File: src/hsec_pkg.sv
// ----------------------------------------------------------------------------
// hsec_pkg
// Shared types, constants and code functions of the SEC memory check.
// ----------------------------------------------------------------------------
`timescale 1ns / 1ps

package hsec_pkg;

	localparam int WORD_W         = 64;
	localparam int ADDR_W         = 10;
	localparam int CHK_W          = 7;
	localparam int BITS_PER_BYTE  = 8;
	localparam int ADDR_BITS_DEF  = 10;
	localparam int WORD_BYTES_DEF = 8;

	typedef enum logic {
		OP_WRITE = 1'b0,
		OP_READ  = 1'b1
	} op_t;

	typedef enum logic [2:0] {
		ST_CLEAN   = 3'd0,
		ST_FIXED   = 3'd1,
		ST_CHK_ERR = 3'd2,
		ST_BAD_SYN = 3'd3,
		ST_NO_BITS = 3'd4
	} status_t;

	// one entry of the check-bit store
	typedef struct packed {
		logic             valid;
		logic [CHK_W-1:0] check;
	} entry_t;

	typedef logic [CHK_W-1:0] pos_tab_t [WORD_W];

	function automatic logic is_pow2(input int v);
		return (v != 0) && ((v & (v - 1)) == 0);
	endfunction

	// codeword position of each data index, skipping the powers of two
	function automatic pos_tab_t build_pos();
		pos_tab_t t;
		int       d;
		d = 0;
		for (int p = 1; p < (1 << CHK_W); p++) begin
			if (!is_pow2(p) && d < WORD_W) begin
				t[d] = CHK_W'(p);
				d++;
			end
		end
		return t;
	endfunction

	localparam pos_tab_t DATA_POS = build_pos();

	function automatic int num_check_bits(input int data_bits);
		int r;
		r = 0;
		for (int i = 0; i < 8; i++) begin
			if ((1 << r) < data_bits + r + 1) r++;
		end
		return r;
	endfunction

	// xor of the positions of all set data bits
	function automatic logic [CHK_W-1:0] code_of(input logic [WORD_W-1:0] w,
			input int data_bits);
		logic [CHK_W-1:0] syn;
		syn = '0;
		for (int d = 0; d < WORD_W; d++) begin
			if (d < data_bits) begin
				if (w[data_bits-1-d]) syn = syn ^ DATA_POS[d];
			end
		end
		return syn;
	endfunction

endpackage

File: src/hsec_check.sv
// ----------------------------------------------------------------------------
// hsec_check
// Syndrome, classification and single data-bit correction of one word.
// ----------------------------------------------------------------------------
`timescale 1ns / 1ps

module hsec_check import hsec_pkg::*; #(
	parameter int WORD_BYTES = WORD_BYTES_DEF
) (
	input  op_t               op,
	input  logic [WORD_W-1:0] word,
	input  logic [CHK_W-1:0]  code,
	input  entry_t            entry,
	output logic [WORD_W-1:0] word_out,
	output status_t           status,
	output logic [CHK_W-1:0]  syndrome
);

	localparam int               DATA_BITS = WORD_BYTES * BITS_PER_BYTE;
	localparam int               CHK_BITS  = num_check_bits(DATA_BITS);
	localparam logic [CHK_W-1:0] RMASK     = CHK_W'((1 << CHK_BITS) - 1);
	localparam logic [CHK_W-1:0] CODE_LEN  = CHK_W'(DATA_BITS + CHK_BITS);

	logic [CHK_W-1:0]  syn;
	logic [WORD_W-1:0] flip;

	assign syn = code ^ (entry.check & RMASK);

	// one compare per data bit against its codeword position
	always_comb begin
		flip = '0;
		for (int b = 0; b < WORD_W; b++) begin
			if (b < DATA_BITS) flip[b] = (syn == DATA_POS[DATA_BITS-1-b]);
		end
	end

	always_comb begin
		word_out = word;
		status   = ST_CLEAN;
		syndrome = syn;
		if (op == OP_WRITE) begin
			syndrome = code;
		end else if (!entry.valid) begin
			status   = ST_NO_BITS;
			syndrome = '0;
		end else if (syn == '0) begin
			status = ST_CLEAN;
		end else if ((syn & (syn - 1'b1)) == '0) begin
			status = ST_CHK_ERR;
		end else if (syn > CODE_LEN) begin
			status = ST_BAD_SYN;
		end else begin
			status   = ST_FIXED;
			word_out = word ^ flip;
		end
	end

endmodule

File: config.mk
export PLATFORM = sky130hd
export DESIGN_NAME = hsec_check
export DESIGN_NICKNAME = d
export VERILOG_FILES = /design/src/hsec_pkg.sv /design/src/hsec_check.sv
export SDC_FILE = /design/constraint.sdc
export NUM_CORES = 1
export LEC_CHECK = 0
export BUFFER_PORTS_ARGS = -buffer_cell sky130_fd_sc_hd__buf_2
export CORE_UTILIZATION = 40
export DETAILED_ROUTE_END_ITERATION = 10
export GPL_TIMING_DRIVEN = 0
export PLACE_DENSITY = 0.95
export SYNTH_ARGS = -nofsm -noshare
export SYNTH_HDL_FRONTEND = slang
export SYNTH_SLANG_ARGS = --single-unit
export TNS_END_PERCENT = 10
File: constraint.sdc
create_clock -name vclk -period 3.5
set_clock_uncertainty 0.2 [all_clocks]
set_input_delay 0.175 -clock vclk [all_inputs]
set_output_delay 0.175 -clock vclk [all_outputs]
set_load 0.1 [all_outputs]
; ---- Word-level counts from Yosys, hierarchy flattened
; Index checks and enable logic that the tools add are counted.
[totals]
regBits = 0
latch_bits = 0
ram_bits = 0
romBits = 0
input_bits = 80
out_inout_bits = 74
elab_cells = 83
n_memories = 0
[classes]
addsub = 1
mul = 0
div = 0
order_cmp = 1
eq_ne = 64
shifts = 0
muxes = 12
bitwise = 3
reduce_logical = 2
[op_table]
columns = op, count
row1 = 64-bit two-way mux, 5
row2 = 7-bit by 6-bit == test with 1-bit output (second input constant), 31
row3 = 7-bit by 5-bit == test with 1-bit output (second input constant), 15
row4 = 64-bit XOR, 1
row5 = 7-bit by 4-bit == test with 1-bit output (second input constant), 7
row6 = 7-bit == test (second input constant), 7
row7 = 7-bit by 3-bit == test with 1-bit output (second input constant), 3
row8 = 7-bit zero test, 2
row9 = 7-bit two-way mux, 2
row10 = 7-bit AND, 1
row11 = 7-bit by 2-bit == test with 1-bit output (second input constant), 1
row12 = 7-bit > comparator (second input constant), 1
row13 = 7-bit by 1-bit subtractor with 7-bit output (second input constant), 1
row14 = 7-bit XOR, 1
row15 = 2-bit two-way mux, 3
row16 = 3-bit two-way mux, 2

; ---- Longest topological paths before layout
; Gate-level depths: netlist (run 1).
[depth]
depth_word = 8
ltp_mapped = 5
depth_no_buf = 4

; ---- Least setup slack after synthesis (run 1)
; OpenSTA, ideal clock, no wires.
[synth_timing]
path_kind = input port to output port
from = in entry[6] (netlist bit)
to = out word_out[18]
arrival_time_ns = 2.697
t_required_ns = 3.125
setup_slack_ns = 0.428
cell_stages = 5
n_path_buf = 1
path_cell_list = xor2_2 -> nor4_4 -> buf_2 -> nand2_1 -> xnor2_1
[synth_between]
elab_chain_len = 8
word_cells_on_any_way = 13
classes_between = add/sub: 1 / order compare: 1 / eq/ne: 1 / mux: 5 / bitwise: 3 / reduce/logical: 2
[synth_lines]
columns = element, line
row1 = from (decl), hsec_check.sv:13  ; input entry_t entry,
row2 = 7-bit XOR *, hsec_check.sv:27  ; assign syn = code ^ (entry.check & RMASK);
row3 = 7-bit by 1-bit subtractor with 7-bit output or 7-bit by 6-bit == test with 1-bit output (tied branches), "hsec_check.sv:48, hsec_check.sv:33"
row4 = 7-bit AND or 64-bit XOR (tied branches), "hsec_check.sv:48, hsec_check.sv:54"
row5 = 7-bit zero test or 64-bit two-way mux (tied branches), "hsec_check.sv:48, hsec_check.sv:50"
row6 = 64-bit two-way mux, hsec_check.sv:48  ; end else if ((syn & (syn - 1'b1)) == '0) begin
row7 = 64-bit two-way mux *, hsec_check.sv:46  ; end else if (syn == '0) begin
row8 = 64-bit two-way mux *, hsec_check.sv:43  ; end else if (!entry.valid) begin
row9 = 64-bit two-way mux *, hsec_check.sv:41  ; if (op == OP_WRITE) begin
row10 = to (decl), hsec_check.sv:14  ; output logic [WORD_W-1:0] word_out,
; Mark *: on every way between the ends. The rest lies on a longest branch, timed or not.

; ---- Worst setup path in the final report (run 1)
[layout_timing]
from = in entry[3] (netlist bit)
to = out word_out[63]
[layout_between]
elab_chain_len = 8
word_cells_on_any_way = 13
classes_between = add/sub: 1 / order compare: 1 / eq/ne: 1 / mux: 5 / bitwise: 3 / reduce/logical: 2
[layout_lines]
columns = element, line
row1 = 7-bit XOR *, hsec_check.sv:27
row2 = 7-bit by 1-bit subtractor with 7-bit output or 7-bit by 2-bit == test with 1-bit output (tied branches), "hsec_check.sv:48, hsec_check.sv:33"
row3 = 7-bit AND or 64-bit XOR (tied branches), "hsec_check.sv:48, hsec_check.sv:54"
row4 = 7-bit zero test or 64-bit two-way mux (tied branches), "hsec_check.sv:48, hsec_check.sv:50"
row5 = 64-bit two-way mux, hsec_check.sv:48
row6 = 64-bit two-way mux *, hsec_check.sv:46
row7 = 64-bit two-way mux *, hsec_check.sv:43
row8 = 64-bit two-way mux *, hsec_check.sv:41
; Marks and branches as above.

==> metrics, run 1 <==
outcome completed; total routed wirelength 5140 um; IO Pins 154; share of cells above drive strength 1 45.3%; Placer Congestion roughly 0.86; Buffers on Ports between 150 and 200; Rel. slew slack 47.6%; drt drc 0; net switching power between 500 and 600 uW; crit path time final 2570 ps; Leakage Power 0.00103 uW; chip width 62.7 um; PnR worst setup slack 928 ps; slowest CP cell xnor2_1; post-synthesis area per instance 6.66 um2; worst min path class input pin to output port; Pwr Total 629 uW; Detailed Routing Iterations Pass 1 4; vias in the first global route 1953; clock buf count 0; Mapped Nets 301; DRT iter0 DRCs between 80 and 90; WHS 571 ps; starting density of the core a little over two fifths; CP max FO 10; Post-DP HPWL 4450 um; Seq cells 0; CP Cell Sequence buf_2, xnor2_1, nand4_1, clkbuf_1, nand3_1, xnor2_1, buf_2; cell row count 21; sw frac 80.8%; Detail Route Antenna Nets 0; CP top delay family buffers and inverters; Worst Path Arrival roughly 2200 ps; # fillers 302; Reg power frac 0%; highest cell delay on the worst timing path between 500 and 600 ps; worst slack at placement 945 ps; Yosys cell types 24; Crit. End Element output port; post-synth top area share 40.5%; P_int 121 uW; most frequent cells after synthesis 68 x xnor2_1, 47 x nand2_1, 20 x nand3_1; f_max between 300 and 400 MHz; DIE AREA 3930 um2; post-synth top area cell xnor2_1; post-route setup TNS 0 ps; largest cells by area after synthesis xnor2_1 40%, nand2_1 12%, nand3_1 6.8%; CP required 3120 ps; largest net degree at the start of global routing 11; area of the core around 3400 um2; Worst Tran Pin Value 783 ps; total number of vias around 2100; Final Setup Violations 0; hold buffers post-CTS 0; clock power share 0%; total track usage 24.9%; Max Slew Vio Count 0; Final Hold Fails 0; Vias/cell 5.01; wire per inst 12.2 um; ANT cells 0; Final #Nets 457; register area 0 um2; Comb pwr share 100.0%; Critical Path Start Type input pin; period utilization 73.5%; RSZ-0062 raised after global routing no; Die Ht ~63 um; initial antenna violation count 0; worst path bufs/invs 3; Multi-input gate area 1410 um2; Syn-to-layout area delta 56.3%; Post-CTS Setup Inserts 0; CTS-repair resized insts 0; Seq/Total Area, Yosys 0%; P per Cell Area 273 nW/um2; critical path type input pin to output port; top-count cell post-synth xnor2_1; first-pass GRT wire length between 8000 and 9000 um; Mapped Cells 221; Synth Warn # 0; Worst VDD drop roughly 0.15 mV; MaxCap Viol Count 0; global route overflow 0; Mapped Area approximately 1500 um2
## cell usage in the layout, fill, tap and decap left out
cell type,instances
nor3_1,1
clkbuf_1,3
o311ai_1,1
nand4_1,2
xnor2_1,68
inv_1,7
xor2_1,6
nor2_1,9
a31oi_1,1
and3_1,6
xor2_2,1
nor4_2,4
nor4_4,3
nand3_1,20
buf_2,159
o21ai_0,15
xnor2_2,3
nor4_1,12
a211oi_1,2
nand2b_1,1
and3b_1,1
o211ai_1,2
nand2_1,47
nor2b_1,1
## per-stage QoR
step | instances | instance area (um2) | util (%)
floorplan | 221 | 1470 | -
global placement | 421 | 2300 | 66.8
detailed placement | 421 | 2300 | 66.8
CTS | 421 | 2300 | 66.8
global route | 421 | 2300 | 66.8
finish | 421 | 2300 | 66.8
## cell type report
cell class | count | area share, %
Multi-Input combinational cell | 206 | 61.3
Buffer | 8 | 1.58
Inverter | 7 | 1.14
Tap cell | 46 | 2.50
Timing Repair Buffer | 154 | 33.5
## power by group through the flow
| stage | sequential [uW] | clock (uW) | combinational [uW] |
|---|---|---|---|
| after detailed placement | 0 | 0 | 628 |
| after floorplan | 0 | 0 | 497 |
| final | 0 | 0 | 629 |
| after global placement | 0 | 0 | 622 |
| after global routing | 0 | 0 | 651 |
| after CTS | 0 | 0 | 629 |
## per-layer routing
layer / vias up / part of all wire (%) / track usage, %
li1: 1056 / - / -
met1: 923 / 40 / 27.0
met2: 123 / 51 / 50.7
met3: 8 / 7.3 / 2.19
met4: 0 / 1.4 / 5.23
met5: - / 0 / 0
## cells by family (layout without fill, tap and decap cells)
family                    count (synthesis)  count (layout)  synth area share (%)
xor gates and xnor gates                 78              78                  48.5
and+or+nand+nor                         107             107                  39.1
buffers and inverters                    15             169                  4.25
AOI/OAI and AO/OA                        21              21                  8.16
## final timing paths
check	from	endpoint	slack [ps]	cells past startpoint
max	entry[3]	word_out[63]	930	7
min	word[26]	word_out[26]	570	3
(Power assumes the default switching activity.)
==> inputs of run 2 (changes only) <==
--- a/config.mk
+++ b/config.mk
@@ -5,11 +5,12 @@
 export SDC_FILE = /design/constraint.sdc
 export NUM_CORES = 1
 export LEC_CHECK = 0
+export ABC_AREA = 1
 export BUFFER_PORTS_ARGS = -buffer_cell sky130_fd_sc_hd__buf_2
-export CORE_UTILIZATION = 40
+export CORE_UTILIZATION = 50
 export DETAILED_ROUTE_END_ITERATION = 10
 export GPL_TIMING_DRIVEN = 0
-export PLACE_DENSITY = 0.95
+export PLACE_DENSITY = 0.92
 export SYNTH_ARGS = -nofsm -noshare
 export SYNTH_HDL_FRONTEND = slang
 export SYNTH_SLANG_ARGS = --single-unit
==> constraint.sdc (replaced) <==
create_clock -name vclk -period 2.6
set_clock_uncertainty 0.2 [all_clocks]
set_input_delay 0.13 -clock vclk [all_inputs]
set_output_delay 0.13 -clock vclk [all_outputs]
set_load 0.1 [all_outputs]
==> run 2 against run 1 <==
Clock-buffer cell count is the same. Core utilization shrank 0.73 points. Combinational power rose by 120%. Synthesized cell count rose to 3.8 times the previous value. Wire length rose by 120%. Via count rose to 2.5 times the previous value. Cell count rose to 2.6 times the previous value. Sequential share of layout area unchanged. Global-route usage rose by 5.6 points. Critical path depth rose by 6. Design area up 84%. Non-clock buffer count increased by 31. Critical endpoint is now word_out[13].
==> metrics, run 2 <==
outcome completed (unchanged); DRT iter0 DRCs 298 (was 82); Reg power frac 0% (about the same); largest cells by area after synthesis nand2_1 70%, nand3_1 9.7%, inv_1 8.5% (was xnor2_1 40%, nand2_1 12%, nand3_1 6.8%); most common cell after layout, fill and taps aside nand2_1 (was buf_2); Synth Warn # 0 (unchanged); f_max roughly 400 MHz; Vias/cell 4.98 (was 5.01); post-synth top area cell nand2_1 (was xnor2_1); Final #Nets 1079 (was 457); wire per inst 10.5 um (was 12.2 um); total number of vias 5347 (was 2110); post-synth top area share 69.7% (was 40.5%); final core occ 66.1% (was 66.8%); Detailed Routing Iterations Pass 1 5 (was 4); Rel. slew slack 49.4% (was 47.6%); global route overflow 0 (unchanged); MaxCap Viol Count 0 (unchanged); critical path type input pin to output port (unchanged); Detail Route Antenna Nets 0 (unchanged); register area 0 um2 (unchanged); Multi-input gate area 2890 um2 (was 1410 um2); P_int 249 uW (was 121 uW); Syn-to-layout area delta 26.3% (was 56.3%); drt drc 0 (unchanged); Leakage Power 0.00299 uW (was 0.00103 uW); Comb pwr share 100.0% (about the same); clock power share 0% (about the same); starting density of the core 52.3% (was 42.7%); Max Slew Vio Count 0 (unchanged); post-synthesis area per instance 3.96 um2 (was 6.66 um2); Die Ht 83.7 um (was 62.7 um); crit path time final 2490 ps; CP max FO 8 (was 10); top-count cell post-synth nand2_1 (was xnor2_1); ANT cells 0 (unchanged); worst min path class input pin to output port (unchanged); Critical Path Start Type input pin (unchanged); Crit. End Element output port (unchanged); largest net degree at the start of global routing 11 (unchanged); Mapped Nets 924 (was 301); cell row count 29 (was 21); total track usage 30.5% (was 24.9%); Seq/Total Area, Yosys 0% (unchanged); Post-CTS Setup Inserts 0 (unchanged); Mapped Area 3340 um2 (was 1470 um2); Worst Tran Pin Value 756 ps (was 783 ps); post-route setup TNS 0 ps (unchanged); sw frac 81.8% (was 80.8%); initial antenna violation count 0 (unchanged); Post-DP HPWL 8660 um (was 4450 um); clock buf count 0 (unchanged); Yosys cell types 18 (was 24); Worst VDD drop 0.252 mV (was 0.150 mV); first-pass GRT wire length 18300 um (was 8200 um); total routed wirelength 11300 um (was 5140 um); area of the core 6390 um2 (was 3440 um2); net switching power 1120 uW (was 508 uW); most frequent cells after synthesis 620 x nand2_1, 76 x inv_1, 65 x nand3_1 (was 68 x xnor2_1, 47 x nand2_1, 20 x nand3_1); P per Cell Area 325 nW/um2 (was 273 nW/um2); Seq cells 0 (unchanged); vias in the first global route 4401 (was 1953); Worst Path Arrival 2160 ps (was 2200 ps); DIE AREA 7010 um2 (was 3930 um2); Mapped Cells 844 (was 221); chip width 83.7 um (was 62.7 um); IO Pins 154 (unchanged); CP required 2270 ps (was 3120 ps); commonest non-fill, non-tap cells in the layout 620 x nand2_1, 169 x buf_2, 76 x inv_1 (was 159 x buf_2, 68 x xnor2_1, 47 x nand2_1); # fillers 662 (was 302); Buffers on Ports 153 (was 154); Placer Congestion 0.918 (was 0.859); Final Setup Violations 0 (unchanged); share of cells above drive strength 1 18.9% (was 45.3%); period utilization 95.7%; Final Hold Fails 0 (unchanged)
[run 2: cell count changes in the layout (fill, tap and decap cells not counted), moves of 6 or more]
cell / change
inv_1: +69
o21ai_0: -13
and3_1: -6
nand3_1: +45
nand2_1: +573
nor4_1: -12
xor2_1: -6
clkbuf_1: +17
nor2_2: +13
buf_2: +10
o22ai_1: +6
xnor2_1: -66
[run 2: area by class of cell]
| class | instances | share of cell area [%] |
|---|---|---|
| multi-input combinational | 725 | 68.5 |
| timing repair buffer | 153 | 18.1 |
| inverter | 79 | 7.03 |
| buffer | 40 | 4.03 |
| tap | 77 | 2.28 |
[run 2: worst max-delay path, stage by stage]
cell	delay, ps
buf_2	110
inv_1	90
nand2_1	60
nand2_1	110
nand2_1	150
nor2_1	610
nand3_1	150
nand2_1	110
nand2_1	50
nand2_1	60
nand2_1	50
nand2_1	60
buf_2	410
[run 2: path summary, 6_finish.rpt]
kind                    start      endpoint  slack (ps)  depth (start not counted)
worst max-delay path  code[3]  word_out[13]         110                         13
worst min-delay path  word[0]   word_out[0]         480                          3
[run 2: stage by stage]
step | total power [uW] | cell area, um2 | instances | setup slack (ps) | hold slack, ps
2_1_floorplan | 1090 | 3340 | 844 | -186 | 635
3_3_place_gp | 1350 | 4200 | 1074 | 233 | 480
3_5_place_dp | 1360 | 4200 | 1074 | 181 | 482
4_1_cts | 1360 | 4200 | 1074 | 171 | 482
5_1_grt | 1460 | 4220 | 1074 | -4.36 | 491
6_report | 1370 | 4220 | 1074 | 113 | 481
[run 2: routing by layer]
metal / vias up / GRT usage (%) / wire [um]
met1: 2250 / 37.4 / 4700
li1: 2810 / - / -
met2: 253 / 55.7 / 5120
met5: - / 0 / 0
met4: 0 / 8.94 / 328
met3: 34 / 2.97 / 1160
[run 2: cells by family after synthesis]
kind of cell,Yosys count,synth area share [%]
simple gates,710,82.8
buf+inv,119,14.0
compound gates,12,2.21
xor+xnor,3,1.01
[run 2: power by group through the flow]
stage,clock network [uW],logic [uW],registers (uW)
after floorplan,0,1090,0
after global placement,0,1350,0
after detailed placement,0,1360,0
after CTS,0,1360,0
after global routing,0,1460,0
final,0,1370,0
[run 2: what timing repair did]
action	4_1_cts	5_1_grt
hold buffers	0	0
hold endpoints to repair	0	0
resized for setup	0	7
setup endpoints to repair	0	16
==> inputs of run 3 (changes only) <==
--- a/config.mk
+++ b/config.mk
@@ -5,12 +5,10 @@
 export SDC_FILE = /design/constraint.sdc
 export NUM_CORES = 1
 export LEC_CHECK = 0
-export ABC_AREA = 1
 export BUFFER_PORTS_ARGS = -buffer_cell sky130_fd_sc_hd__buf_2
-export CORE_UTILIZATION = 50
+export CORE_UTILIZATION = 37
 export DETAILED_ROUTE_END_ITERATION = 10
-export GPL_TIMING_DRIVEN = 0
-export PLACE_DENSITY = 0.92
+export PLACE_DENSITY = 0.91
 export SYNTH_ARGS = -nofsm -noshare
 export SYNTH_HDL_FRONTEND = slang
 export SYNTH_SLANG_ARGS = --single-unit
==> run 3 against run 2 <==
First-iteration DRC count is 40% lower. Via count is 55% lower. Sequential share of layout area stayed put. Largest cell class is now non-clock buffers.
==> metrics, run 3 (synthesis gave the netlist of run 1 again) <==
outcome completed (unchanged); Hold Path End word_out[25] (was word_out[0]); wire per inst 19.4 um (was 10.5 um); DRT iter0 DRCs 178 (was 298); Vias/cell 5.58 (was 4.98); Die Ht 65.1 um (was 83.7 um); MaxCap Viol Count 0 (unchanged); non-filler instance count after layout 436 (was 1074); starting density of the core 39.3% (was 52.3%); Rel. slew slack 41.2% (was 49.4%); Crit. End Element output port (unchanged); first-pass GRT wire length 13200 um (was 18300 um); Worst Path Arrival 2060 ps (was 2160 ps); total track usage 40.6% (was 30.5%); f_max 419 MHz (was 402 MHz); commonest non-fill, non-tap cells in the layout 91 x buf_2, 63 x buf_12, 61 x xnor2_1 (was 620 x nand2_1, 169 x buf_2, 76 x inv_1); area of the core 3740 um2 (was 6390 um2); RSZ-0062 raised after global routing no; CP Cell Sequence buf_2, xnor2_2, nor4_2, nand4_1, xnor2_1, buf_2 (was buf_2, inv_1, nand2_1, nand2_1, nand2_1, nor2_1, nand3_1, nand2_1, nand2_1, nand2_1, nand2_1, nand2_1, buf_2); Post-DP HPWL 7260 um (was 8660 um); Inst Count DP 435 (was 1074); Final #Nets 469 (was 1079); cell row count 22 (was 29); hold path depth 3 (unchanged); Detailed Routing Iterations Pass 1 5 (unchanged); Post-CTS Setup Inserts 0 (unchanged); Final Hold Fails 0 (unchanged); Detail Route Antenna Nets 0 (unchanged); critical path type input pin to output port (unchanged); Max Slew Vio Count 0 (unchanged); vias in the first global route 2470 (was 4401); Critical Path Start Type input pin (unchanged); IO Pins 154 (unchanged); crit path time final 2390 ps (was 2490 ps); Final Setup Violations 0 (unchanged); drt drc 0 (unchanged); slowest CP cell nor4_2 (was nor2_1); Worst VDD drop 0.227 mV (was 0.252 mV); worst min path class input pin to output port (unchanged); share of cells above drive strength 1 50.1% (was 18.9%); register area 0 um2 (unchanged); total number of vias 2431 (was 5347); # fillers 114 (was 662); CP top delay family simple AND/OR/NAND/NOR gates (unchanged); Placer Congestion 0.902 (was 0.918); worst path bufs/invs 2 (was 3); largest net degree at the start of global routing 18 (was 11); most common cell after layout, fill and taps aside buf_2 (was nand2_1); global route overflow 0 (unchanged); initial antenna violation count 0 (unchanged); DIE AREA 4230 um2 (was 7010 um2); hold path startpoint word[25] (was word[0]); highest cell delay on the worst timing path 660 ps (was 610 ps); Pwr Total 1100 uW (was 1370 uW); Buffers on Ports 154 (was 153); chip width 65.1 um (was 83.7 um); P per Cell Area 322 nW/um2 (was 325 nW/um2); Seq cells 0 (unchanged); Worst Tran Pin Value 878 ps (was 756 ps); CP required 2270 ps (about the same); Leakage Power 0.00150 uW (was 0.00299 uW); Syn-to-layout area delta 133% (was 26.3%); period utilization 91.8% (was 95.7%); total routed wirelength 8450 um (was 11300 um); clock buf count 0 (unchanged); CP max FO 9 (was 8); most frequent CP cell buf_2 (was nand2_1)
## run 3: changes by cell type in the layout (fill, tap and decap cells not counted), moves of 20 or more
cell      before  now
buf_12         0   63
buf_2        169   91
inv_1         76    7
nand3_1       65   20
xnor2_1        2   61
buf_4          0   20
nand2_1      620   47
clkbuf_1      20    0
## run 3: area by class of cell
cell class / instances / area (um2) / area share, %
antenna: 1 / 2.50 / 0.0730
timing repair buffer: 174 / 1870 / 54.5
tap: 48 / 60.1 / 1.75
inverter: 7 / 26.3 / 0.766
multi-input combinational: 206 / 1470 / 43.0
## run 3: routing by layer
layer  vias up  wire length (um)  global-route usage (%)
met5         -                 0                       0
li1       1082                 -                       -
met3        46               692                    7.22
met2       182              4250                    71.0
met4         0               451                    19.8
met1      1121              3060                    47.0
## run 3: how the worst max path moves through the flow
stage	start	to	slack, ps	depth (start not counted)
2_1_floorplan	entry[6]	word_out[16]	-380	5
3_3_place_gp	entry[3]	word_out[6]	410	6
3_5_place_dp	entry[3]	word_out[5]	130	6
4_1_cts	entry[3]	word_out[5]	110	6
5_1_grt	entry[2]	word_out[52]	40	6
6_report	entry[0]	word_out[0]	210	6
## run 3: repair_timing
action	4_1_cts	5_1_grt
hold buffers	0	0
gates resized for setup	0	1
endpoints found under the setup margin	0	1
## run 3: per-stage QoR
step                      hold slack (ps)  cell area [um2]  util [%]  TNS (ps)  setup slack [ps]
after floorplan                       404             1520         -    -19360              -376
after global placement                409             3420      91.4         0               405
after detailed placement              418             3420      91.4         0               135
after CTS                             421             3420      91.4         0               107
after global routing                  432             3430      91.5         0              40.8
final                                 420             3430      91.6         0               213
## run 3: power breakdown
part | switching (uW) | internal (uW) | leakage (uW) | total, uW
clock network | 0 | 0.0000514 | 0.00000000634 | 0.0000514
registers | 0 | 0 | 0 | 0
logic | 756 | 349 | 0.00150 | 1100
